<file path="config.mk">
export PLATFORM = sky130hd
export DESIGN_NAME = duplicate_packet_filter_unit_flat
export DESIGN_NICKNAME = d
export VERILOG_FILES = /design/src/rtl/dpf_pkg.sv /design/src/rtl/dpf_channels.sv /design/src/rtl/dpf_hist_mem.sv /design/src/rtl/dpf_scan_ctrl.sv /design/src/rtl/duplicate_packet_filter_unit.sv /design/src/flat_wrapper.sv
export SDC_FILE = /design/constraint.sdc
export NUM_CORES = 1
export LEC_CHECK = 0
export ABC_AREA = 1
export BUFFER_PORTS_ARGS = -buffer_cell sky130_fd_sc_hd__buf_4
export CAP_MARGIN = 20
export CELL_PAD_IN_SITES_DETAIL_PLACEMENT = 1
export CELL_PAD_IN_SITES_GLOBAL_PLACEMENT = 1
export CORE_ASPECT_RATIO = 0.6
export CORE_MARGIN = 2
export CORE_UTILIZATION = 25
export CTS_CLUSTER_DIAMETER = 30
export CTS_CLUSTER_SIZE = 16
export DETAILED_ROUTE_END_ITERATION = 7
export GPL_TIMING_DRIVEN = 0
export PLACE_DENSITY = 0.47
export SETUP_SLACK_MARGIN = 0.3
export SYNTH_ARGS = -nofsm -noshare
export SYNTH_HDL_FRONTEND = slang
export SYNTH_SLANG_ARGS = --single-unit
</file>
<file path="constraint.sdc">
create_clock -name clock -period 3.5 [get_ports clock]
set_input_delay 0.35 -clock clock [delete_from_list [all_inputs] [get_ports clock]]
set_output_delay 0.35 -clock clock [all_outputs]
set_load 0.05 [all_outputs]
</file>
<file path="src/rtl/dpf_pkg.sv">
// Shared types and constants for the duplicate packet filter.
package dpf_pkg;

   // Default number of sender history entries.
   localparam int HISTORY_DEPTH_DEFAULT = 10;

   // Payload field widths.
   localparam int ADDR_W = 16;
   localparam int SEQ_W  = 8;

   // One history table entry as stored in the memory.
   typedef struct packed {
      logic [ADDR_W-1:0] addr;
      logic [SEQ_W-1:0]  seq;
   } entry_type;

   // Memory port strobes from the scan controller.
   typedef struct packed {
      logic rd_en;
      logic wr_en;
   } mem_ctl_type;

   // Flags of one result transfer.
   typedef struct packed {
      logic is_duplicate;
      logic new_sender;
      logic evicted_entry;
   } result_type;

endpackage

</file>
<file path="src/rtl/dpf_channels.sv">
// Valid/ready channel interfaces for packet requests and filter responses.
interface dpf_req_if;
   import dpf_pkg::*;

   logic              valid;
   logic              ready;
   logic [ADDR_W-1:0] sender_addr;
   logic [SEQ_W-1:0]  seq_num;

   modport source (output valid, output sender_addr, output seq_num, input ready);
   modport sink (input valid, input sender_addr, input seq_num, output ready);
endinterface

interface dpf_rsp_if;
   logic valid;
   logic ready;
   logic is_duplicate;
   logic new_sender;
   logic evicted_entry;

   modport source (output valid, output is_duplicate, output new_sender,
                   output evicted_entry, input ready);
   modport sink (input valid, input is_duplicate, input new_sender,
                 input evicted_entry, output ready);
endinterface

</file>
<file path="src/rtl/dpf_hist_mem.sv">
// Sender history memory: one write port and one read port with registered read data.
module dpf_hist_mem #(
   parameter int HISTORY_DEPTH = dpf_pkg::HISTORY_DEPTH_DEFAULT,
   parameter int IDX_W         = 4
) (
   input  logic                  clock,
   input  dpf_pkg::mem_ctl_type  mem_ctl,
   input  logic [IDX_W-1:0]      rd_idx,
   input  logic [IDX_W-1:0]      wr_idx,
   input  dpf_pkg::entry_type    wr_data,
   output dpf_pkg::entry_type    rd_data
);
   import dpf_pkg::*;

   entry_type hist_mem [HISTORY_DEPTH];
   entry_type rd_data_ff;

   // Write port.
   always_ff @(posedge clock) begin
      if (mem_ctl.wr_en) begin
         hist_mem[wr_idx] <= wr_data;
      end
   end

   // Read port with registered read data.
   always_ff @(posedge clock) begin
      if (mem_ctl.rd_en) begin
         rd_data_ff <= hist_mem[rd_idx];
      end
   end

   assign rd_data = rd_data_ff;

endmodule

</file>
<file path="src/rtl/dpf_scan_ctrl.sv">
// Scan controller: walks the history memory, decides the outcome and updates the table.
module dpf_scan_ctrl #(
   parameter int HISTORY_DEPTH = dpf_pkg::HISTORY_DEPTH_DEFAULT,
   parameter int IDX_W         = 4
) (
   input  logic                  clock,
   input  logic                  reset,
   dpf_req_if.sink               req_ch,
   dpf_rsp_if.source             rsp_ch,
   output dpf_pkg::mem_ctl_type  mem_ctl,
   output logic [IDX_W-1:0]      rd_idx,
   output logic [IDX_W-1:0]      wr_idx,
   output dpf_pkg::entry_type    wr_data,
   input  dpf_pkg::entry_type    rd_data
);
   import dpf_pkg::*;

   localparam logic [IDX_W-1:0] LAST_IDX = IDX_W'(HISTORY_DEPTH - 1);

   typedef enum logic [1:0] {
      ST_IDLE,
      ST_SCAN,
      ST_RESULT
   } state_type;

   state_type               state_ff, state_in;
   logic [ADDR_W-1:0]       addr_ff, addr_in;
   logic [SEQ_W-1:0]        seq_ff, seq_in;
   logic [IDX_W-1:0]        issue_idx_ff, issue_idx_in;
   logic                    cmp_vld_ff, cmp_vld_in;
   logic [IDX_W-1:0]        cmp_idx_ff, cmp_idx_in;
   logic [HISTORY_DEPTH-1:0] valid_ff, valid_in;
   logic [IDX_W-1:0]        ptr_ff, ptr_in;
   result_type              res_ff, res_in;
   logic                    rsp_valid_ff, rsp_valid_in;
   result_type              rsp_res_ff, rsp_res_in;
   logic                    hit;

   // An entry matches when it is valid and holds the sender's address.
   assign hit = cmp_vld_ff && valid_ff[cmp_idx_ff] && (rd_data.addr == addr_ff);

   // Every table write stores the current packet's address and number.
   assign wr_data = '{addr: addr_ff, seq: seq_ff};

   // Next-state and datapath decisions.
   always_comb begin
      state_in     = state_ff;
      addr_in      = addr_ff;
      seq_in       = seq_ff;
      issue_idx_in = issue_idx_ff;
      cmp_vld_in   = 1'b0;
      cmp_idx_in   = cmp_idx_ff;
      valid_in     = valid_ff;
      ptr_in       = ptr_ff;
      res_in       = res_ff;
      rsp_valid_in = rsp_valid_ff && !rsp_ch.ready;
      rsp_res_in   = rsp_res_ff;
      mem_ctl      = '0;
      rd_idx       = issue_idx_ff;
      wr_idx       = cmp_idx_ff;

      unique case (state_ff)
         ST_IDLE: begin
            if (req_ch.valid) begin
               addr_in      = req_ch.sender_addr;
               seq_in       = req_ch.seq_num;
               issue_idx_in = '0;
               state_in     = ST_SCAN;
            end
         end
         ST_SCAN: begin
            priority if (hit) begin
               // Known sender: flag a repeat, otherwise refresh its number.
               res_in = '{is_duplicate: (rd_data.seq == seq_ff),
                          new_sender: 1'b0, evicted_entry: 1'b0};
               mem_ctl.wr_en = (rd_data.seq != seq_ff);
               state_in      = ST_RESULT;
            end else if (cmp_vld_ff && (cmp_idx_ff == LAST_IDX)) begin
               // Unknown sender: insert at the oldest slot and advance.
               mem_ctl.wr_en    = 1'b1;
               wr_idx           = ptr_ff;
               res_in           = '{is_duplicate: 1'b0, new_sender: 1'b1,
                                    evicted_entry: valid_ff[ptr_ff]};
               valid_in[ptr_ff] = 1'b1;
               ptr_in           = (ptr_ff == LAST_IDX) ? '0 : ptr_ff + 1'b1;
               state_in         = ST_RESULT;
            end else begin
               // Issue the next read; its data is compared next cycle.
               mem_ctl.rd_en = 1'b1;
               cmp_vld_in    = 1'b1;
               cmp_idx_in    = issue_idx_ff;
               if (issue_idx_ff != LAST_IDX) begin
                  issue_idx_in = issue_idx_ff + 1'b1;
               end
            end
         end
         ST_RESULT: begin
            if (!rsp_valid_ff || rsp_ch.ready) begin
               rsp_valid_in = 1'b1;
               rsp_res_in   = res_ff;
               state_in     = ST_IDLE;
            end
         end
         default: begin
            state_in = ST_IDLE;
         end
      endcase
   end

   // State and registered outputs.
   always_ff @(posedge clock) begin
      if (reset) begin
         state_ff     <= ST_IDLE;
         cmp_vld_ff   <= 1'b0;
         valid_ff     <= '0;
         ptr_ff       <= '0;
         rsp_valid_ff <= 1'b0;
      end else begin
         state_ff     <= state_in;
         cmp_vld_ff   <= cmp_vld_in;
         valid_ff     <= valid_in;
         ptr_ff       <= ptr_in;
         rsp_valid_ff <= rsp_valid_in;
      end
      addr_ff      <= addr_in;
      seq_ff       <= seq_in;
      issue_idx_ff <= issue_idx_in;
      cmp_idx_ff   <= cmp_idx_in;
      res_ff       <= res_in;
      rsp_res_ff   <= rsp_res_in;
   end

   assign req_ch.ready          = (state_ff == ST_IDLE);
   assign rsp_ch.valid          = rsp_valid_ff;
   assign rsp_ch.is_duplicate   = rsp_res_ff.is_duplicate;
   assign rsp_ch.new_sender     = rsp_res_ff.new_sender;
   assign rsp_ch.evicted_entry  = rsp_res_ff.evicted_entry;

endmodule

</file>
<file path="src/rtl/duplicate_packet_filter_unit.sv">
// Top level of the duplicate packet filter: history memory plus scan controller.
// Each received packet's sender address is looked up in a history of HISTORY_DEPTH
// senders held in a single-port-read, single-port-write memory, read one entry per
// cycle. A packet is taken in, then the entries are read in order from entry 0 and
// each registered read is compared, the scan stopping at the first matching entry
// or after the last one; the result is then handed over. Unknown senders replace
// the oldest inserted entry. A finished result waits in an output register, so the
// next packet is taken while the previous response is still pending. Entry valid
// bits are cleared at reset, so no clearing pass is needed.
module duplicate_packet_filter_unit #(
   parameter int HISTORY_DEPTH = dpf_pkg::HISTORY_DEPTH_DEFAULT
) (
   input  logic       clock,
   input  logic       reset,
   dpf_req_if.sink    req_ch,
   dpf_rsp_if.source  rsp_ch
);
   import dpf_pkg::*;

   localparam int IDX_W = (HISTORY_DEPTH > 1) ? $clog2(HISTORY_DEPTH) : 1;

   mem_ctl_type       mem_ctl;
   logic [IDX_W-1:0]  rd_idx;
   logic [IDX_W-1:0]  wr_idx;
   entry_type         wr_data;
   entry_type         rd_data;

   // History memory.
   dpf_hist_mem #(
      .HISTORY_DEPTH (HISTORY_DEPTH),
      .IDX_W         (IDX_W)
   ) u_hist_mem (
      .clock   (clock),
      .mem_ctl (mem_ctl),
      .rd_idx  (rd_idx),
      .wr_idx  (wr_idx),
      .wr_data (wr_data),
      .rd_data (rd_data)
   );

   // Lookup and update sequencer.
   dpf_scan_ctrl #(
      .HISTORY_DEPTH (HISTORY_DEPTH),
      .IDX_W         (IDX_W)
   ) u_scan_ctrl (
      .clock   (clock),
      .reset   (reset),
      .req_ch  (req_ch),
      .rsp_ch  (rsp_ch),
      .mem_ctl (mem_ctl),
      .rd_idx  (rd_idx),
      .wr_idx  (wr_idx),
      .wr_data (wr_data),
      .rd_data (rd_data)
   );

   // A request transfer starts a scan, so no second request is taken right after.
   assert property (@(posedge clock) disable iff (reset)
      (req_ch.valid && req_ch.ready) |=> !req_ch.ready)
      else $error("request accepted while a scan was starting");

   // Reads and writes never share a cycle; the table changes only at scan end.
   assert property (@(posedge clock) disable iff (reset)
      !(mem_ctl.rd_en && mem_ctl.wr_en))
      else $error("memory read and write in the same cycle");

   // A table write is followed by no further memory reads in the next cycle.
   assert property (@(posedge clock) disable iff (reset)
      mem_ctl.wr_en |=> !mem_ctl.rd_en)
      else $error("memory read right after the closing write");

   // Outcome flags are consistent: eviction only on insertion, never both kinds.
   assert property (@(posedge clock) disable iff (reset)
      rsp_ch.valid |-> (!(rsp_ch.is_duplicate && rsp_ch.new_sender)
                        && (!rsp_ch.evicted_entry || rsp_ch.new_sender)))
      else $error("inconsistent response flags");

endmodule

</file>
<file path="src/flat_wrapper.sv">
// flat-port wrapper written by rule: the top's interface ports become plain ports
module duplicate_packet_filter_unit_flat import dpf_pkg::*;
#(
   parameter int HISTORY_DEPTH = dpf_pkg::HISTORY_DEPTH_DEFAULT
)
  (clock, reset, req_ch_valid, req_ch_sender_addr, req_ch_seq_num, req_ch_ready, rsp_ch_valid, rsp_ch_is_duplicate, rsp_ch_new_sender, rsp_ch_evicted_entry, rsp_ch_ready);
  dpf_req_if req_ch_i ();
  dpf_rsp_if rsp_ch_i ();
  input  logic clock;
  input  logic reset;
  input wire logic [$bits(req_ch_i.valid)-1:0] req_ch_valid;
  input wire logic [$bits(req_ch_i.sender_addr)-1:0] req_ch_sender_addr;
  input wire logic [$bits(req_ch_i.seq_num)-1:0] req_ch_seq_num;
  output wire logic [$bits(req_ch_i.ready)-1:0] req_ch_ready;
  output wire logic [$bits(rsp_ch_i.valid)-1:0] rsp_ch_valid;
  output wire logic [$bits(rsp_ch_i.is_duplicate)-1:0] rsp_ch_is_duplicate;
  output wire logic [$bits(rsp_ch_i.new_sender)-1:0] rsp_ch_new_sender;
  output wire logic [$bits(rsp_ch_i.evicted_entry)-1:0] rsp_ch_evicted_entry;
  input wire logic [$bits(rsp_ch_i.ready)-1:0] rsp_ch_ready;
  assign req_ch_i.valid = req_ch_valid;
  assign req_ch_i.sender_addr = req_ch_sender_addr;
  assign req_ch_i.seq_num = req_ch_seq_num;
  assign req_ch_ready = req_ch_i.ready;
  assign rsp_ch_valid = rsp_ch_i.valid;
  assign rsp_ch_is_duplicate = rsp_ch_i.is_duplicate;
  assign rsp_ch_new_sender = rsp_ch_i.new_sender;
  assign rsp_ch_evicted_entry = rsp_ch_i.evicted_entry;
  assign rsp_ch_i.ready = rsp_ch_ready;
  duplicate_packet_filter_unit #(.HISTORY_DEPTH(HISTORY_DEPTH)) u_core (.clock(clock), .reset(reset), .req_ch(req_ch_i), .rsp_ch(rsp_ch_i));
endmodule
</file>
# ---- After elaboration in Yosys (flattened, before gate mapping)
# Memories as Yosys holds them, arrays and structs flattened. A register that Yosys moved wholly into a read port is not among the register bits.
# Cells that the tools add are included.
dict set report word_totals {
  ram_bits 240
  out_inout_bits 5
  mem_count 1
  elab_cells 89
  ff_bits 56
}
# name depth width rd rd_ports_with_merged_regs wr line
set memory_table {}
lappend memory_table {u_core.u_hist_mem.hist_mem 10 24 1 1 1 dpf_hist_mem.sv:15} ;# entry_type hist_mem [HISTORY_DEPTH];
dict set report op_classes {
  reduce_logical 19
  bitwise 4
  eq_ne 14
  n_lt_le_gt_ge 3
  n_addsub 2
  mux 31
}
# cell count
set ops {}
lappend ops {{$mux W4} 8}
lappend ops {{$eq A16 B16 Y1} 1}
lappend ops {{$mux W1} 11}
lappend ops {{$lt A4 B5 Y1 const B} 2}
lappend ops {{$mux W2} 5}
lappend ops {{$ne A2 B2 Y1 const B} 5}
lappend ops {{$or A10 B10 Y10} 1}
lappend ops {{$reduce_and A3 Y1} 3}
lappend ops {{$add A4 B1 Y4 const B} 2}
lappend ops {{$bmux W1 S4} 2}
lappend ops {{$eq A4 B4 Y1 const B} 2}
lappend ops {{$eq A8 B8 Y1} 1}
lappend ops {{$ne A8 B8 Y1} 1}
lappend ops {{$pmux W4 S2} 1}
lappend ops {{$mux W3} 2}
lappend ops {{$pmux W2 S3} 1}
lappend ops {{$reduce_and A2 Y1} 3}
lappend ops {{$logic_and A1 B1 Y1} 5}
lappend ops {{$reduce_and A5 Y1} 1}
lappend ops {{$demux W1 S4} 1}
lappend ops {{$ge A4 B1 Y1 const B} 1}
lappend ops {{$ne A4 B4 Y1 const B} 1}
lappend ops {{$reduce_bool A2 Y1} 2}
lappend ops {{$ne A3 B3 Y1 const B} 1}
lappend ops {{other kinds (7)} 10}

# ---- Longest topological paths before layout
# Gate-level depths: netlist of the first run.
dict set report logic_depth {
  ltp_word 8
  ltp_mapped 14
  mapped_depth_nobuf 14
}

# ---- Cells and area by module
# From an unflattened synthesis of the first run, not the netlist that was laid out.
dict set report hier_totals {
  hier_cells 1255
  area_unflattened_um2 13540.5
}
# module cells_each instances area_per_inst_um2 seq_area_each_um2
set modules_own_cells {}
lappend modules_own_cells {dpf_hist_mem 959 1 10792.9 7927.6}
lappend modules_own_cells {dpf_scan_ctrl 296 1 2747.6 1501.4}

# ---- Least setup slack after synthesis of the first run
# Ideal clock, no wire load.
dict set report synth_path {
  path_kind {register -> register}
  from {register u_core.u_scan_ctrl.addr_ff[12]}
  to {memory u_core.u_hist_mem.hist_mem[0][0] in the netlist's numbering, enable pin}
  n_path_buf 0
  t_arrival_ns 2.571
  stages_incl_launch_ff 12
  path_slack_ns 0.524
  synth_period_minus_slack_ns 2.976
  path_cell_list {edfxtp_1 xnor2_1 nand2_1 nor2_4 nand3_2 nor2_4 nand2_4 nand2_4 nand2_2 nor2_4 nand3_2 nor2_1}
}
dict set report synth_between {
  elab_chain_cells 6
  word_cells_on_any_way 8
  classes_between {eq/ne (1); mux (6); reduce/logical (1)}
}
# item line
set synth_lines {}
lappend synth_lines {{start: declaration} dpf_scan_ctrl.sv:27} ;# logic [ADDR_W-1:0] addr_ff, addr_in;
lappend synth_lines {{start signal: assignment} dpf_scan_ctrl.sv:125} ;# addr_ff <= addr_in;
lappend synth_lines {{$eq A16 B16 Y1 (*)} dpf_scan_ctrl.sv:40} ;# assign hit = cmp_vld_ff && valid_ff[cmp_idx_ff] && (rd_data.addr == addr_ff);
lappend synth_lines {{$logic_and A1 B1 Y1 (*)} dpf_scan_ctrl.sv:40}
lappend synth_lines {{$mux W1} dpf_scan_ctrl.sv:72} ;# priority if (hit) begin
lappend synth_lines {{$mux W2} dpf_scan_ctrl.sv:62} ;# unique case (state_ff)
lappend synth_lines {{$mux W1} dpf_hist_mem.sv:20} ;# if (mem_ctl.wr_en) begin
lappend synth_lines {{$mux W1 (implied by the code)} dpf_hist_mem.sv:21} ;# hist_mem[wr_idx] <= wr_data;
lappend synth_lines {{end: declaration} dpf_hist_mem.sv:15}
# Mark *: on every way between the ends. The rest lies on a longest branch, timed or not.

# ---- Final worst setup path of the first run
dict set report layout_path {
  from {register u_core.u_scan_ctrl.addr_ff[12]}
  to {memory u_core.u_hist_mem.hist_mem[1][22] in the netlist's numbering, enable pin}
}
# Same word-level chain as after synthesis.

==> results of run 1 <==
## metal layers
metal  track usage [%]  vias to the layer above  routed length, um
li1                  -                     3775                  -
met1              23.0                     4057              21200
met2              19.4                      188              15300
met3              3.82                       54               2180
met4              3.82                        0                679
met5                 0                        -                  0
## cell usage in the layout (no fill, tap or decap), drive strengths merged, types with 4 or more instances in the layout
cell and n:
dlygate4sd3 24, nor2 53, edfxtp 302, clkbuf 88
mux2i 72, nor3 4, a21oi 66, o211ai 48
clkinvlp 4, inv 111, nand4 5, buf 76
nand2 74, xor2 5, bufinv 10, clkinv 20
dfxtp 18, o21ai 96, xnor2 13, nand3 38
## state kept, by name (all words and copies together) (netlist names)
name,flops
u_core.u_scan_ctrl.rsp_ch.is_duplicate,1
u_core.u_scan_ctrl.rd_idx,4
u_core.u_scan_ctrl.rsp_ch.valid,1
u_core.u_scan_ctrl.cmp_idx_ff,4
u_core.u_scan_ctrl.ptr_ff,4
u_core.u_scan_ctrl.cmp_vld_ff,1
u_core.u_scan_ctrl.seq_ff,8
u_core.u_scan_ctrl.rsp_ch.evicted_entry,1
u_core.u_hist_mem.rd_data,24
u_core.u_scan_ctrl.state_ff,2
u_core.u_hist_mem.hist_mem,240
u_core.u_scan_ctrl.valid_ff,10
u_core.u_scan_ctrl.rsp_ch.new_sender,1
u_core.u_scan_ctrl.addr_ff,16
u_core.u_scan_ctrl.res_ff,3
## worst max-delay path: stages (launching register included)
cell      delay, ps
edfxtp_1        600
xnor2_2         430
nand2_1         160
nor2_4          130
nand3_2          80
nor2_4          160
nand2_4         140
nand3_2         110
nand2_2          80
nor2_2          110
nand2_1         200
nor2_4          280
buf_16          200
## power by group
group / total [mW] / internal, mW / switching, mW
logic: 0.865 / 0.279 / 0.586
registers: 4.38 / 4.29 / 0.0898
clock network: 5.74 / 3.77 / 1.97
## per-stage QoR
stage / instances / total power [mW] / hold WS, ps / utilization [%]
floorplan: 956 / 4.91 / 400 / -
global placement: 1680 / 5.28 / 411 / 27.6
detailed placement: 1690 / 5.29 / 407 / 28.2
CTS: 1824 / 11.1 / 17.5 / 32.7
global route: 1833 / 11.4 / 55.9 / 32.9
finish: 1833 / 11.0 / 45.5 / 32.9
## worst paths after layout
kind                                                                to  cells past startpoint
worst max-delay path                 u_core.u_hist_mem.hist_mem[1][22]                     12
worst min-delay path                   u_core.u_scan_ctrl.rsp_ch.valid                      4
worst max register to register       u_core.u_hist_mem.hist_mem[1][22]                     12
worst min register to register  u_core.u_scan_ctrl.rsp_ch.is_duplicate                      0
## repair_timing
action	CTS	global route
pin swaps	4	4
setup buffers	6	9
setup endpoints to repair	154	112
gates resized for setup	1	3
hold buffers	24	0
hold endpoints to repair	24	0
## cell type report
| class | count | share of cell area (%) |
|---|---|---|
| sequential | 320 | 56.0 |
| multi-input combinational | 487 | 18.3 |
| clock buffer | 64 | 8.75 |
| timing repair buffer | 80 | 5.30 |
| tap | 693 | 5.15 |
| clock inverter | 40 | 2.98 |
| inverter | 105 | 2.34 |
| buffer | 44 | 1.22 |
## cells by family after synthesis
group                    after synthesis
AO/OA/AOI/OAI                        219
flip-flops                           320
multiplexers                          72
adder cells (fa/ha/maj)                2
XOR/XNOR                              18
buffers and inverters                149
AND/OR/NAND/NOR                      176
==> key figures, run 1 <==
Cells and area
  • Layout Nets: 1124
  • ANT cells: 0
  • Area Overhead vs Synth: 29.5%
  • Fill cells: 5347
  • Footprint of the multi-input gates: 3080 um^2
  • Layout cell share with drive strength beyond 1: around 18%
  • Post-route design area: 16800 um^2
  • Register area: approximately 9400 um^2

Route
  • DRC Markers: 0
  • Number of routed nets with antenna violations: 0
  • Routed WL per cell: 21.4 um
  • Initial DRC Count: 535
  • Iteration count of the initial detailed-routing pass: 5
  • Vias: ~8000
  • WL final: 39300 um
  • Vias/cell: about 4.4

Logic synthesis
  • Synth area leader: edfxtp_1
  • Post-synth EDFFs: 302
  • Asr flop ratio synth: 0%
  • Seq/Total Area, Yosys: 72.5%
  • Yosys warnings: 0
  • Adder-cell area share of the yosys netlist: 0.192%
  • Cells after synthesis: ~960
  • Seq cells post-synth: 320
  • Post-synth top area share: 69.7%
  • Syn nets: just under 1000
  • Simple-Gate Fraction of Synth Area: 6.44%
  • Post-synth top cells: 302 x edfxtp_1, 99 x inv_1, 85 x o21ai_0
  • Synth area leaders: edfxtp_1 70%, mux2i_1 5.5%, o21ai_0 3.3%, inv_1 2.9%, dfxtp_1 2.8%
  • Most frequent cell after synthesis: edfxtp_1
  • Post-Synthesis Cell Area: 13000 um^2
  • Post-synthesis mux area share: about 5.5%
  • Synth unique cells: 39
  • Compound-cell area share of the yosys netlist: under 10%
  • Main combinational cell family by area after synthesis: compound AO/OA/AOI/OAI gates
  • Mean post-synth cell area: 13.6 um^2
  • Top_reg_cell synth: edfxtp_1
  • Post-Synth XOR/XNOR Area: 1.21%

Clock network
  • CTS Root Cell: clkbuf_16
  • Number of CTS-inserted buffers: 56
  • CTS max path bufs: 3
  • Worst-path clk slew: approximately 50 ps
  • Skew-Pair Late Insertion Delay: 590 ps
  • CTS tree: built
  • H-tree Lvls: 2
  • Clock net sink count: 320

Timing
  • Setup WS post-layout: 501 ps
  • Max Freq: 333 MHz
  • Crit share post-route: 85.7%
  • Worst slew margin: 39.2%
  • Post-route setup TNS: 0 ps
  • RSZ-0062 raised after global routing: no
  • Slew Viols, Final: 0
  • Tightest Pin Transition: about 900 ps
  • Clock Skews: 26.5 ps
  • Hold Vio Cnt, Final: 0
  • Tmin final: 3000 ps
  • Final setup vio count: 0

Floorplanning
  • Die W: 298 um
  • Starting Density: 25.4%
  • Core area: about 50000 um^2
  • Row count: 64
  • Die area: 53900 um^2
  • I/O Pins: 33
  • Die Y: 181 um

GRT
  • Global Route Usage Sum: 14.6%
  • First-pass GRT wire length: 57200 um
  • Vias in the first global route: 8419
  • Grt ovf: 0
  • Largest net degree at the start of global routing: 29
  • Initial antenna violation count: 0

Critical path
  • Arrival time worst endpoint: 3280 ps
  • Required time worst endpoint: 3780 ps
  • Crit-path max FO: 13
  • CP startpoint: u_core.u_scan_ctrl.addr_ff[12]
  • Reg2Reg Launch Point: u_core.u_scan_ctrl.addr_ff[12]
  • Internal reg-to-reg setup slack: 500 ps
  • WS Path Type: register to register
  • Setup crit start kind: register
  • Worst Setup End Kind: register

Place
  • Gpl congestion: around 0.75
  • HPWL after DPL: 26000 um
  • Post-place setup slack: approximately 85 ps
  • PortBufs: 31
  • Area post-placement: 14400 um^2

Power and ir drop
  • Maximum vdd drop: 0.000355 V
  • Pwr Density: 652 nW/um^2
  • Total leakage power: 5.92 nW

Status
  • Run status: completed

Job
  • Max-cap violation count: 0

Hold path
  • Worst Hold Class: input pin to register
  • Hold Startpoint: rsp_ch_ready
Power figures use the tool's default switching activity.
==> run 2: changes to the inputs <==
--- a/config.mk
+++ b/config.mk
@@ -12,12 +12,12 @@
 export CELL_PAD_IN_SITES_GLOBAL_PLACEMENT = 1
 export CORE_ASPECT_RATIO = 0.6
 export CORE_MARGIN = 2
-export CORE_UTILIZATION = 25
+export CORE_UTILIZATION = 47
 export CTS_CLUSTER_DIAMETER = 30
 export CTS_CLUSTER_SIZE = 16
 export DETAILED_ROUTE_END_ITERATION = 7
 export GPL_TIMING_DRIVEN = 0
-export PLACE_DENSITY = 0.47
+export PLACE_DENSITY = 0.78
 export SETUP_SLACK_MARGIN = 0.3
 export SYNTH_ARGS = -nofsm -noshare
 export SYNTH_HDL_FRONTEND = slang
==> constraint.sdc (replaced) <==
create_clock -name clock -period 2.6 [get_ports clock]
set_input_delay 0.26 -clock clock [delete_from_list [all_inputs] [get_ports clock]]
set_output_delay 0.26 -clock clock [all_outputs]
set_load 0.05 [all_outputs]
==> key figures, run 2 (synthesized netlist as in run 1, its figures left out) <==
Status
  • Run status: finished with violations
  • Failing checks: negative setup slack

Timing
  • Clock Skews: 34.2 ps
  • Setup WS post-layout: -333 ps
  • WHS: 173 ps
  • Tightest Pin Transition: 819 ps
  • Tmin final: 2930 ps
  • Crit share post-route: 113%
  • RSZ-0062 raised after global routing: yes
  • Slew Viols, Final: 0
  • Hold Vio Cnt, Final: 0
  • Max Freq: 341 MHz
  • Worst slew margin: 45.2%
  • Final setup vio count: 268

Cells and area
  • Biggest register: u_core.u_hist_mem.hist_mem
  • Layout cell share with drive strength beyond 1: 26.4%
  • Most common cell after layout, fill and taps aside: edfxtp_1
  • Area Overhead vs Synth: 32.7%
  • Core Util, Final: 63.0%
  • Layout Nets: 1207
  • Post-Layout Cell Count: around 1600
  • Most frequent cells in the layout: 302 x edfxtp_1, 95 x inv_1, 87 x buf_4
  • Max FFs per register: between 200 and 250
  • ANT cells: 0
  • Fill cells: 2626

Floorplanning
  • Starting Density: 47.5%
  • Die area: around 29000 um^2
  • Die W: 219 um
  • I/O Pins: 33
  • Die Y: 133 um
  • Core area: 27400 um^2
  • Row count: 47

Route
  • Vias: ~10000
  • Routed WL per cell: 33.0 um
  • Top routing layer used: met5
  • M1 WL: ~20000 um
  • Initial DRC Count: 1529
  • WL met3: 6180 um
  • Met2 wire length: 22700 um
  • DRC Markers: 0
  • Number of routed nets with antenna violations: 0
  • Iteration count of the initial detailed-routing pass: 6
  • WL final: 52100 um
  • Vias/cell: around 6.3

GRT
  • Vias in the first global route: 9976
  • Initial antenna violation count: 1
  • Largest net degree at the start of global routing: 19
  • First-pass GRT wire length: 68700 um
  • Grt ovf: 0
  • Global Route Usage Sum: 33.8%

Power and ir drop
  • Pwr Density: 792 nW/um^2
  • Total leakage power: 6.28 nW
  • Maximum vdd drop: 0.000586 V
  • Tot Pwr: 13.7 mW

Place
  • Post-place setup slack: -914 ps
  • Cells after DPL: roughly 1400
  • PortBufs: 31
  • Gpl congestion: about 0.85
  • HPWL after DPL: 23200 um

Clock network
  • Skew-Pair Late Insertion Delay: 580 ps
  • Clock net sink count: 320
  • CTS Root Cell: clkbuf_16
  • CTS max path bufs: 3
  • H-tree Lvls: 2
  • CTS tree: built
  • Worst-path clk slew: 70 ps
  • Number of CTS-inserted buffers: 45

Critical path
  • Arrival time worst endpoint: 3200 ps
  • Setup crit start kind: register
  • WS Path Type: register to register
  • Crit-path max FO: 5
  • Required time worst endpoint: 2860 ps
  • Worst Setup End Kind: register

Hold path
  • Worst Hold Class: input pin to register

Job
  • Max-cap violation count: 0
==> run 2: final cells by class <==
type | instances | area (um^2) | area share (%)
flip-flops and latches | 320 | 9430 | 54.6
plain buffers | 44 | 268 | 1.55
clock inverters | 33 | 338 | 1.96
repair buffers | 164 | 1740 | 10.1
clock buffers | 48 | 1140 | 6.59
inverters | 105 | 400 | 2.32
well taps | 367 | 459 | 2.66
multi-input cells | 497 | 3490 | 20.2
==> run 2: layer usage <==
layer / up-vias / GRT usage, %
met3: 256 / 8.23
met4: 2 / 18.2
li1: 3944 / -
met5: - / 0
met2: 826 / 50.6
met1: 4938 / 45.7
==> run 2: metrics by stage <==
step           setup TNS, ps  area [um^2]
2_1_floorplan              0        13100
6_report              -64190        17300
3_5_place_dp         -204460        13900
5_1_grt               -69420        17300
4_1_cts               -13910        16700
3_3_place_gp         -174870        13800
==> run 2: report_power, final <==
group,internal (mW),total (mW),switching [mW]
Sequential,5.76,5.89,0.128
Combinational,0.507,1.52,1.02
Clock,3.71,6.25,2.54
==> run 2: repair_timing <==
item,CTS,global route
endpoints found under the hold margin,25,0
setup endpoints to repair,302,311
setup buffers,73,31
gates resized for setup,66,95
hold buffers,25,0
gates cloned,12,0
pin swaps,23,29
==> run 2: final timing paths <==
path,start,cells after the start,to,slack (ps)
min,req_ch_valid,3,u_core.u_scan_ctrl.state_ff[0],170
max reg2reg,u_core.u_scan_ctrl.addr_ff[11],13,u_core.u_hist_mem.hist_mem[3][16],-330
min reg2reg,u_core.u_scan_ctrl.res_ff[0],0,u_core.u_scan_ctrl.rsp_ch.evicted_entry,450
max,u_core.u_scan_ctrl.addr_ff[11],13,u_core.u_hist_mem.hist_mem[3][16],-330
==> run 2: worst max-delay path, cell delays in order (launching register included) <==
cell      delay (ps)
edfxtp_1         540
buf_4            200
xnor2_1          170
nand2_1          100
nor2_1           170
nand2_1          130
nor2_2           150
nand3_2          170
a31oi_4          310
nand2_4          130
buf_4            160
nor2_4           120
buf_6            130
buf_8            150
==> run 3: changes to the inputs <==
--- a/config.mk
+++ b/config.mk
@@ -12,12 +12,12 @@
 export CELL_PAD_IN_SITES_GLOBAL_PLACEMENT = 1
 export CORE_ASPECT_RATIO = 0.6
 export CORE_MARGIN = 2
-export CORE_UTILIZATION = 47
+export CORE_UTILIZATION = 35
 export CTS_CLUSTER_DIAMETER = 30
-export CTS_CLUSTER_SIZE = 16
+export CTS_CLUSTER_SIZE = 40
 export DETAILED_ROUTE_END_ITERATION = 7
 export GPL_TIMING_DRIVEN = 0
-export PLACE_DENSITY = 0.78
+export PLACE_DENSITY = 0.62
 export SETUP_SLACK_MARGIN = 0.3
 export SYNTH_ARGS = -nofsm -noshare
 export SYNTH_HDL_FRONTEND = slang
==> key figures, run 3 (synthesized netlist as in run 1, its figures left out) <==
Cells and area
  • Register area: 9430 um^2
  • ANT cells: 0
  • Max FFs per register: 240
  • Most frequent cells in the layout: 302 x edfxtp_1, 95 x inv_1, 83 x o21ai_0
  • Core Util, Final: around half
  • Layout Nets: 1217
  • Biggest register: u_core.u_hist_mem.hist_mem
  • Footprint of the multi-input gates: 3410 um^2
  • Fill cells: ~3700
  • Layout cell share with drive strength beyond 1: roughly 28%
  • Area Overhead vs Synth: 36.7%
  • Most common cell after layout, fill and taps aside: edfxtp_1

Critical path
  • Delay-heaviest family, CP: simple AND/OR/NAND/NOR gates
  • Crit-path max FO: 7
  • CP max stage cell: edfxtp_1
  • Required time worst endpoint: roughly 2900 ps
  • Crit path largest cell delay: 480 ps
  • R2r worst-path depth: 14
  • Worst Setup End Kind: register
  • Cells along the critical path: or2_1, nand2_1, nor2_1, nand3_1, nor2_4, nand2_4, buf_4, nand4_1, nand2_2, nand2_4, buf_12, buf_4, nor2_4, clkbuf_16
  • Reg2Reg Launch Point: u_core.u_scan_ctrl.addr_ff[5]
  • WP buf/inv: 4
  • Worst path depth: 14
  • Worst r2r dst: u_core.u_hist_mem.hist_mem[5][0]
  • Arrival time worst endpoint: 2990 ps
  • Setup crit start kind: register
  • Internal reg-to-reg setup slack: -120 ps
  • WS Path Type: register to register

Timing
  • Crit share post-route: 105%
  • Post-route setup TNS: -11270 ps
  • RSZ-0062 raised after global routing: yes
  • Tightest Pin Transition: 897 ps
  • Slew Viols, Final: 0
  • Hold Vio Cnt, Final: 0
  • Max Freq: 368 MHz
  • Final setup vio count: between 200 and 250
  • Clock Skews: 27.0 ps
  • Tmin final: 2720 ps
  • Worst slew margin: 40.2%
  • Setup WS post-layout: -118 ps

Hold path
  • Hold Startpoint: req_ch_valid
  • Worst Hold End: u_core.u_scan_ctrl.state_ff[0]
  • Worst Hold Class: input pin to register
  • Hold path depth: 3

GRT
  • Largest net degree at the start of global routing: 25
  • First-pass GRT wire length: 63800 um
  • Grt ovf: 0
  • Initial antenna violation count: 2
  • Vias in the first global route: 9350
  • Global Route Usage Sum: 23.4%

Power and ir drop
  • Clk network pwr share: 48.6%
  • Combinational share of power: 9.9%
  • Net Sw Power: 3.66 mW
  • Sequential share of power: 41.4%
  • Pint: 10.5 mW
  • Net Sw Frac: between 20% and 30%
  • Total leakage power: 6.48 nW
  • Pwr Density: around 800 nW/um^2
  • Maximum vdd drop: just under 0.0005 V
  • Tot Pwr: 14.1 mW

Status
  • Run status: finished with violations
  • Failing checks: negative setup slack

Route
  • Number of routed nets with antenna violations: 0
  • Vias/cell: roughly 5.4
  • Vias: 9129
  • Initial DRC Count: 877
  • DRC Markers: 0
  • Routed WL per cell: 26.5 um
  • WL final: between 40000 and 50000 um
  • Iteration count of the initial detailed-routing pass: 5

Floorplanning
  • Core area: 36500 um^2
  • I/O Pins: 33
  • Die W: 253 um
  • Starting Density: 35.7%
  • Die Y: approximately 150 um
  • Row count: 54
  • Die area: 38800 um^2

Place
  • HPWL after DPL: between 20000 and 25000 um
  • Gpl congestion: 0.827
  • PortBufs: 31

Job
  • Max-cap violation count: 0

Clock network
  • CTS max path bufs: 3
  • Skew-Pair Late Insertion Delay: a little under 600 ps
  • Clock net sink count: 320
  • CTS Root Cell: clkbuf_16
  • CTS tree: built
  • Number of CTS-inserted buffers: 50
  • H-tree Lvls: 2
  • Worst-path clk slew: 50 ps
-- run 3: cell count changes in the layout (fill, tap and decap cells not counted), sizes merged --
cell / change
clkbuf: +6
inv: +5
clkinvlp: +2
bufinv: +1
clkinv: -2
nor2: -2
buf: +5
-- run 3: metal layers --
layer	up-vias	part of all wire (%)	track usage (%)
met3	81	9.8	6.39
met1	4675	46	34.9
met5	-	0	0
met4	0	2.3	6.14
li1	3983	-	-
met2	390	42	33.3
-- run 3: worst max-delay path by stage --
stage,startpoint,slack [ps],to
5_1_grt,u_core.u_scan_ctrl.addr_ff[5],-190,u_core.u_hist_mem.hist_mem[5][13]
4_1_cts,u_core.u_scan_ctrl.addr_ff[12],-40,u_core.u_hist_mem.hist_mem[2][18]
2_1_floorplan,u_core.u_scan_ctrl.addr_ff[12],210,u_core.u_hist_mem.hist_mem[1][0]
6_report,u_core.u_scan_ctrl.addr_ff[5],-120,u_core.u_hist_mem.hist_mem[5][0]
3_3_place_gp,u_core.u_scan_ctrl.addr_ff[12],-900,u_core.u_hist_mem.hist_mem[3][2]
3_5_place_dp,u_core.u_scan_ctrl.addr_ff[12],-900,u_core.u_hist_mem.hist_mem[1][2]
-- run 3: final cells by class --
| class | count | share of cell area (%) |
|---|---|---|
| multi-input combinational | 495 | 19.2 |
| timing repair buffer | 171 | 11.2 |
| sequential | 320 | 53.0 |
| clock buffer | 52 | 7.20 |
| inverter | 105 | 2.24 |
| tap | 476 | 3.35 |
| buffer | 44 | 1.39 |
| clock inverter | 39 | 2.40 |
-- run 3: power groups by stage --
stage | combinational, mW | sequential, mW | clock (mW)
floorplan | 0.683 | 5.93 | 0
global placement | 1.09 | 5.98 | 0
detailed placement | 1.13 | 5.98 | 0
CTS | 1.31 | 5.86 | 6.93
global route | 1.50 | 5.87 | 7.17
finish | 1.41 | 5.86 | 6.88
-- run 3: what timing repair did --
action | in CTS | in global routing
pin swaps | 30 | 15
gates resized for setup | 88 | 46
gates cloned | 15 | 1
buffers inserted | 89 | 15
hold buffers | 25 | 0
endpoints found under the hold margin | 25 | 0
endpoints found under the setup margin | 297 | 307
-- run 3: metrics by stage --
| stage | setup WS (ps) | hold slack [ps] | area (um^2) | std cells |
|---|---|---|---|---|
| 4_1_cts | -42.5 | 76.2 | 17500 | 1686 |
| 6_report | -118 | 98.0 | 17800 | 1702 |
| 3_3_place_gp | -901 | 410 | 13900 | 1463 |
| 2_1_floorplan | 209 | 359 | 13100 | 956 |
| 3_5_place_dp | -895 | 407 | 14000 | 1466 |
| 5_1_grt | -195 | 126 | 17800 | 1702 |
-- run 3: worst register-to-register path: cells and delay by family (launching register included) --
| family | cells | cell delay [ps] |
|---|---|---|
| buf+inv | 4 | 650 |
| simple gates | 10 | 1290 |
| flops | 1 | 480 |
